[src/hw/rtl/prco_pkg.sv]
package prco_pkg;

   localparam int unsigned TS_BITS        = 32;
   localparam int unsigned FIELD_BITS     = 16;
   localparam int unsigned QUO_BITS       = 17;
   localparam int unsigned HALF_ROOT2_Q14 = 11585;

   localparam logic [15:0] WALL_RADIUS_RST  = 16'd2582;
   localparam logic [15:0] ROTATION_COS_RST = 16'd15137;
   localparam logic [15:0] ROTATION_SIN_RST = 16'd6270;

   localparam logic [16:0] POS_LIMIT = 17'd32767;
   localparam logic [16:0] NEG_LIMIT = 17'd32768;

   typedef enum logic [1:0] {
      CSR_WALL_RADIUS  = 2'd0,
      CSR_ROTATION_COS = 2'd1,
      CSR_ROTATION_SIN = 2'd2
   } csr_index_type;

   typedef struct packed {
      logic [31:0]        timestamp;
      logic signed [15:0] probe_0;
      logic signed [15:0] probe_45;
      logic signed [15:0] probe_90;
      logic signed [15:0] probe_135;
      logic signed [15:0] probe_180;
      logic signed [15:0] probe_225;
      logic signed [15:0] probe_270;
      logic signed [15:0] probe_315;
   } req_type;

   typedef struct packed {
      logic [31:0]        time_out;
      logic signed [15:0] x_offset;
      logic signed [15:0] y_offset;
      logic               invalid;
      logic               saturated;
   } rsp_type;

   // sideband that rides along the pipeline next to the arithmetic
   typedef struct packed {
      logic        vld;
      logic [31:0] ts;
      logic        inv;
   } side_type;

endpackage

[src/hw/rtl/prco_div.sv]
// Restoring divider, one quotient bit per stage, magnitude only.
module prco_div
   import prco_pkg::*;
#(
   parameter int NW = 40,
   parameter int DW = 19
) (
   input  logic          clock,
   input  logic          advance,
   input  logic [NW-1:0] num,
   input  logic [DW-1:0] den,
   input  logic          neg,
   output logic [QUO_BITS-1:0] quo,
   output logic          ovf,
   output logic          neg_out
);

   localparam int QW = QUO_BITS;
   localparam int HW = NW - QW;

   logic [DW-1:0] rem_ff [QW+1];
   logic [DW-1:0] den_ff [QW+1];
   logic [QW-1:0] lo_ff  [QW+1];
   logic [QW-1:0] q_ff   [QW+1];
   logic          ovf_ff [QW+1];
   logic          neg_ff [QW+1];

   logic [HW-1:0] hi;
   logic          ovf_in;

   assign hi     = num[NW-1:QW];
   assign ovf_in = hi >= HW'(den);

   always_ff @(posedge clock) begin
      if (advance) begin
         rem_ff[0] <= hi[DW-1:0];
         den_ff[0] <= den;
         lo_ff[0]  <= num[QW-1:0];
         q_ff[0]   <= '0;
         ovf_ff[0] <= ovf_in;
         neg_ff[0] <= neg;
      end
   end

   for (genvar j = 0; j < QW; j++) begin : g_step
      logic [DW:0] trial_in;
      logic [DW:0] diff_in;
      logic        ge_in;

      assign trial_in = {rem_ff[j], lo_ff[j][QW-1-j]};
      assign ge_in    = trial_in >= {1'b0, den_ff[j]};
      assign diff_in  = trial_in - {1'b0, den_ff[j]};

      always_ff @(posedge clock) begin
         if (advance) begin
            rem_ff[j+1] <= ge_in ? diff_in[DW-1:0] : trial_in[DW-1:0];
            q_ff[j+1]   <= {q_ff[j][QW-2:0], ge_in};
            den_ff[j+1] <= den_ff[j];
            lo_ff[j+1]  <= lo_ff[j];
            ovf_ff[j+1] <= ovf_ff[j];
            neg_ff[j+1] <= neg_ff[j];
         end
      end
   end

   assign quo     = q_ff[QW];
   assign ovf     = ovf_ff[QW];
   assign neg_out = neg_ff[QW];

endmodule

[config.mk]
export PLATFORM = sky130hd
export DESIGN_NAME = prco_div
export DESIGN_NICKNAME = d
export VERILOG_FILES = /design/src/hw/rtl/prco_pkg.sv /design/src/hw/rtl/prco_div.sv
export SDC_FILE = /design/constraint.sdc
export NUM_CORES = 2
export LEC_CHECK = 0
export BUFFER_PORTS_ARGS = -buffer_cell sky130_fd_sc_hd__buf_2
export CORE_MARGIN = 2
export CORE_UTILIZATION = 60
export CTS_BUF_LIST = sky130_fd_sc_hd__clkbuf_8
export CTS_CLUSTER_SIZE = 16
export DETAILED_ROUTE_END_ITERATION = 6
export PLACE_DENSITY = 0.77
export SLEW_MARGIN = 20
export SYNTH_ARGS = -nofsm -noshare
export SYNTH_HDL_FRONTEND = slang
export SYNTH_SLANG_ARGS = --single-unit
[constraint.sdc]
create_clock -name clock -period 4.3 [get_ports clock]
set_input_delay 0.43 -clock clock [delete_from_list [all_inputs] [get_ports clock]]
set_output_delay 0.43 -clock clock [all_outputs]
set_load 0.01 [all_outputs]
==> flow_summary.json <==
{
  "status": "completed",
  "netlist_area_um2": 50000,
  "max_stage_delay_ns": 0.39,
  "drive_above_1_share": 0.126,
  "min_path_type": "input pin to register",
  "htreeDepth": 4,
  "final_common_cell": "edfxtp_1",
  "gp_congestion": 0.939,
  "synth_seq_cells": 988,
  "ir_drop_uv": 524,
  "p_leak_uw": 0.0224,
  "syn_nets": 4334,
  "pin_count": 81,
  "ys_seq_area_frac": 0.594,
  "cpMostUsedCell": "o31a_1",
  "powerDensity_nw_per_um2": 683,
  "synth-xor-area-share": 0.0387,
  "synth.distinct_cells": 83,
  "cp_data_required_time_ns": 4.86,
  "synthCells": 3914,
  "nFillCells": 5931,
  "dieArea_um2": 85600,
  "cp-end-kind": "register",
  "grtUsageTotal": 0.219,
  "area.growth.synth_to_final_pct": 10.6,
  "yosys.area_share.simple": 0.0738,
  "path_clk_slew_ns": 0.06,
  "hold_slack_ns": 0.178,
  "post_cts_buffers": 0,
  "cts_sinks": 988,
  "nNetsFinal": 4602,
  "synth_compound_area_frac": 0.115,
  "grt_use_met3": 0.0394,
  "antenna_left": 0,
  "die_x_um": 293,
  "yosys-top-cells-area": "edfxtp_1 (59%), ha_1 (8.6%), mux2_2 (3.7%)",
  "finalSetupTns_ns": 0,
  "synthAdderAreaFrac": 0.0921,
  "synthArstFlopShare": 0,
  "via_per_inst": 5.76,
  "met1_usage": 0.252,
  "drv_cap": 0,
  "min_period_ns": 3.56,
  "overflow": 0,
  "drc": 0,
  "final_hold_viol_count": 0,
  "grtUsageMet2": 0.401,
  "dr.pass1.iters": 6,
  "hold_buffers": 56,
  "setup_viol": 0,
  "synth_ff_type": "edfxtp_1",
  "cts_buffer_depth": 3,
  "dp_hpwl_um": 66500,
  "fmax_mhz": 281,
  "path_class": "register to register",
  "antenna_found_initial": 2,
  "slew_viol_final": 0,
  "worstPathCellList": "inv_1, ha_1, fa_1, nor2b_1, o31a_1, o211ai_1, nand3_1, and2_1, a41oi_1, o31a_1, buf_4, mux2_2",
  "grt_pass1_wl_um": 151000,
  "grt_pass1_vias": 30859,
  "yosys-mux-area-fraction": 0.0476,
  "mostFrequentLayoutCells": "edfxtp_1 (988), inv_1 (482), ha_1 (342)",
  "busiest_layer": "met2",
  "start_util": 0.607,
  "cpMaxStageDelayCell": "a41oi_1",
  "synth_top_area_frac": 0.594,
  "arrival_ns": 4.13,
  "synth_warnings": 0,
  "rows": 105,
  "crit_path_start": "lo_ff[4][12]",
  "synth_edf_count": 988,
  "fp.dieH_um": 293,
  "numCtsBuffers": 161,
  "slew_headroom": 0.384,
  "wl_per_cell_um": 17.4,
  "tightest_slew_ns": 0.900,
  "core_area_um2": 82200,
  "r2r_start": "lo_ff[4][12]",
  "grt_max_degree": 120,
  "rsz0062_at_grt": "false",
  "hp-start": "advance",
  "skew_ns": 0.0530,
  "startpoint_type": "register",
  "finish.instance_area_um2": 55300,
  "cts-root-buf": "clkbuf_8",
  "port_buffers": 80,
  "synth_top_family_by_area": "compound AO/OA/AOI/OAI gates",
  "finalWirelength_um": 93700,
  "fin_crit_sh": 0.829,
  "drt-initial-drc-count": 1909,
  "placed_cell_area_um2": 51800,
  "synth_top_area_cell": "edfxtp_1",
  "worstSkewPairLatency_ns": 0.85,
  "syn_area_per_cell_um2": 12.8,
  "cts_tree": "yes",
  "critPathMaxFanout": 16,
  "dr_total_vias": 30960,
  "cts_resized": 0
}
==> critical path, delay by kind of cell (launching register included) <==
kind                     cells  cell delay (ns)
AO/OA/AOI/OAI                4             1.23
adder cells (fa/ha/maj)      2             0.41
flip-flops                   1             0.35
multiplexers                 1             0.38
buffers and inverters        2             0.39
AND/OR/NAND/NOR              3             0.53
==> logic make-up (layout without fill, tap and decap cells) <==
| kind of cell | count (synthesis) | count (layout) |
|---|---|---|
| compound gates | 888 | 888 |
| xor+xnor | 221 | 221 |
| fa+ha+maj | 358 | 358 |
| buf+inv | 499 | 893 |
| flops | 988 | 988 |
| mux | 209 | 209 |
| other cells | 0 | 1 |
| simple gates | 751 | 751 |
==> Yosys cell counts (all sizes together), types with 9 or more instances <==
cell / n
nor4: 10
xor2: 73
o21ai: 225
and3: 17
o21bai: 22
inv: 431
nor3: 63
xnor2: 148
and2: 13
nand2b: 36
a211oi: 27
a21o: 128
nand2: 211
a21oi: 221
a2111oi: 12
mux2: 179
nand4: 48
buf: 31
and4: 9
a211o: 16
o211ai: 17
a21boi: 15
nor2: 180
mux2i: 30
nand3: 44
or2: 12
or3: 20
clkbuf: 37
o21a: 54
o31a: 14
nor2b: 53
edfxtp: 988
fa: 16
nand4b: 9
a31oi: 33
ha: 342
o311ai: 9
o31ai: 18
==> sequential cells by signal, summed over array words and instances (netlist names) <==
signal  flops
den_ff    323
rem_ff    323
lo_ff     153
q_ff      153
neg_ff     18
ovf_ff     18
==> where the power goes <==
part | total [µW] | leakage, µW | internal [µW] | switching [µW]
sequential | 14700 | 0.00966 | 13600 | 1090
combinational | 15700 | 0.0111 | 7340 | 8380
clock | 7350 | 0.00167 | 3610 | 3740
==> final cells by class <==
type	count	area (µm²)	share of cell area
Antenna cell	1	2.50	0.0000453
Inverter	431	1620	0.0293
Tap cell	1070	1340	0.0242
Clock inverter	128	668	0.0121
Sequential cell	988	29700	0.537
Clock buffer	161	2220	0.0401
Multi-Input combinational cell	2427	18400	0.333
Timing Repair Buffer	173	1350	0.0244
==> path summary, 6_finish.rpt <==
kind | endpoint | slack [ns] | cells after the start
setup reg to reg | rem_ff[5][8] | 0.74 | 12
hold reg to reg | lo_ff[4][9] | 0.39 | 0
hold / removal | neg_ff[0] | 0.18 | 1
setup / recovery | rem_ff[5][8] | 0.74 | 12
==> metal layers <==
| metal | routed length (µm) | up-vias |
|---|---|---|
| met4 | 3030 | 0 |
| li1 | - | 15124 |
| met1 | 37600 | 14906 |
| met5 | 0 | - |
| met3 | 4000 | 222 |
| met2 | 49000 | 708 |
==> per-stage QoR <==
stage	std cells	util	setup WS (ns)	power, µW
after floorplan	3914	-	1.34	26700
after global placement	5033	0.630	0.731	29900
after detailed placement	5033	0.630	0.612	30400
after CTS	5378	0.672	0.591	37900
after global routing	5379	0.672	0.478	40300
final	5379	0.672	0.735	37700
No activity file was read; power rests on OpenSTA's default activity.
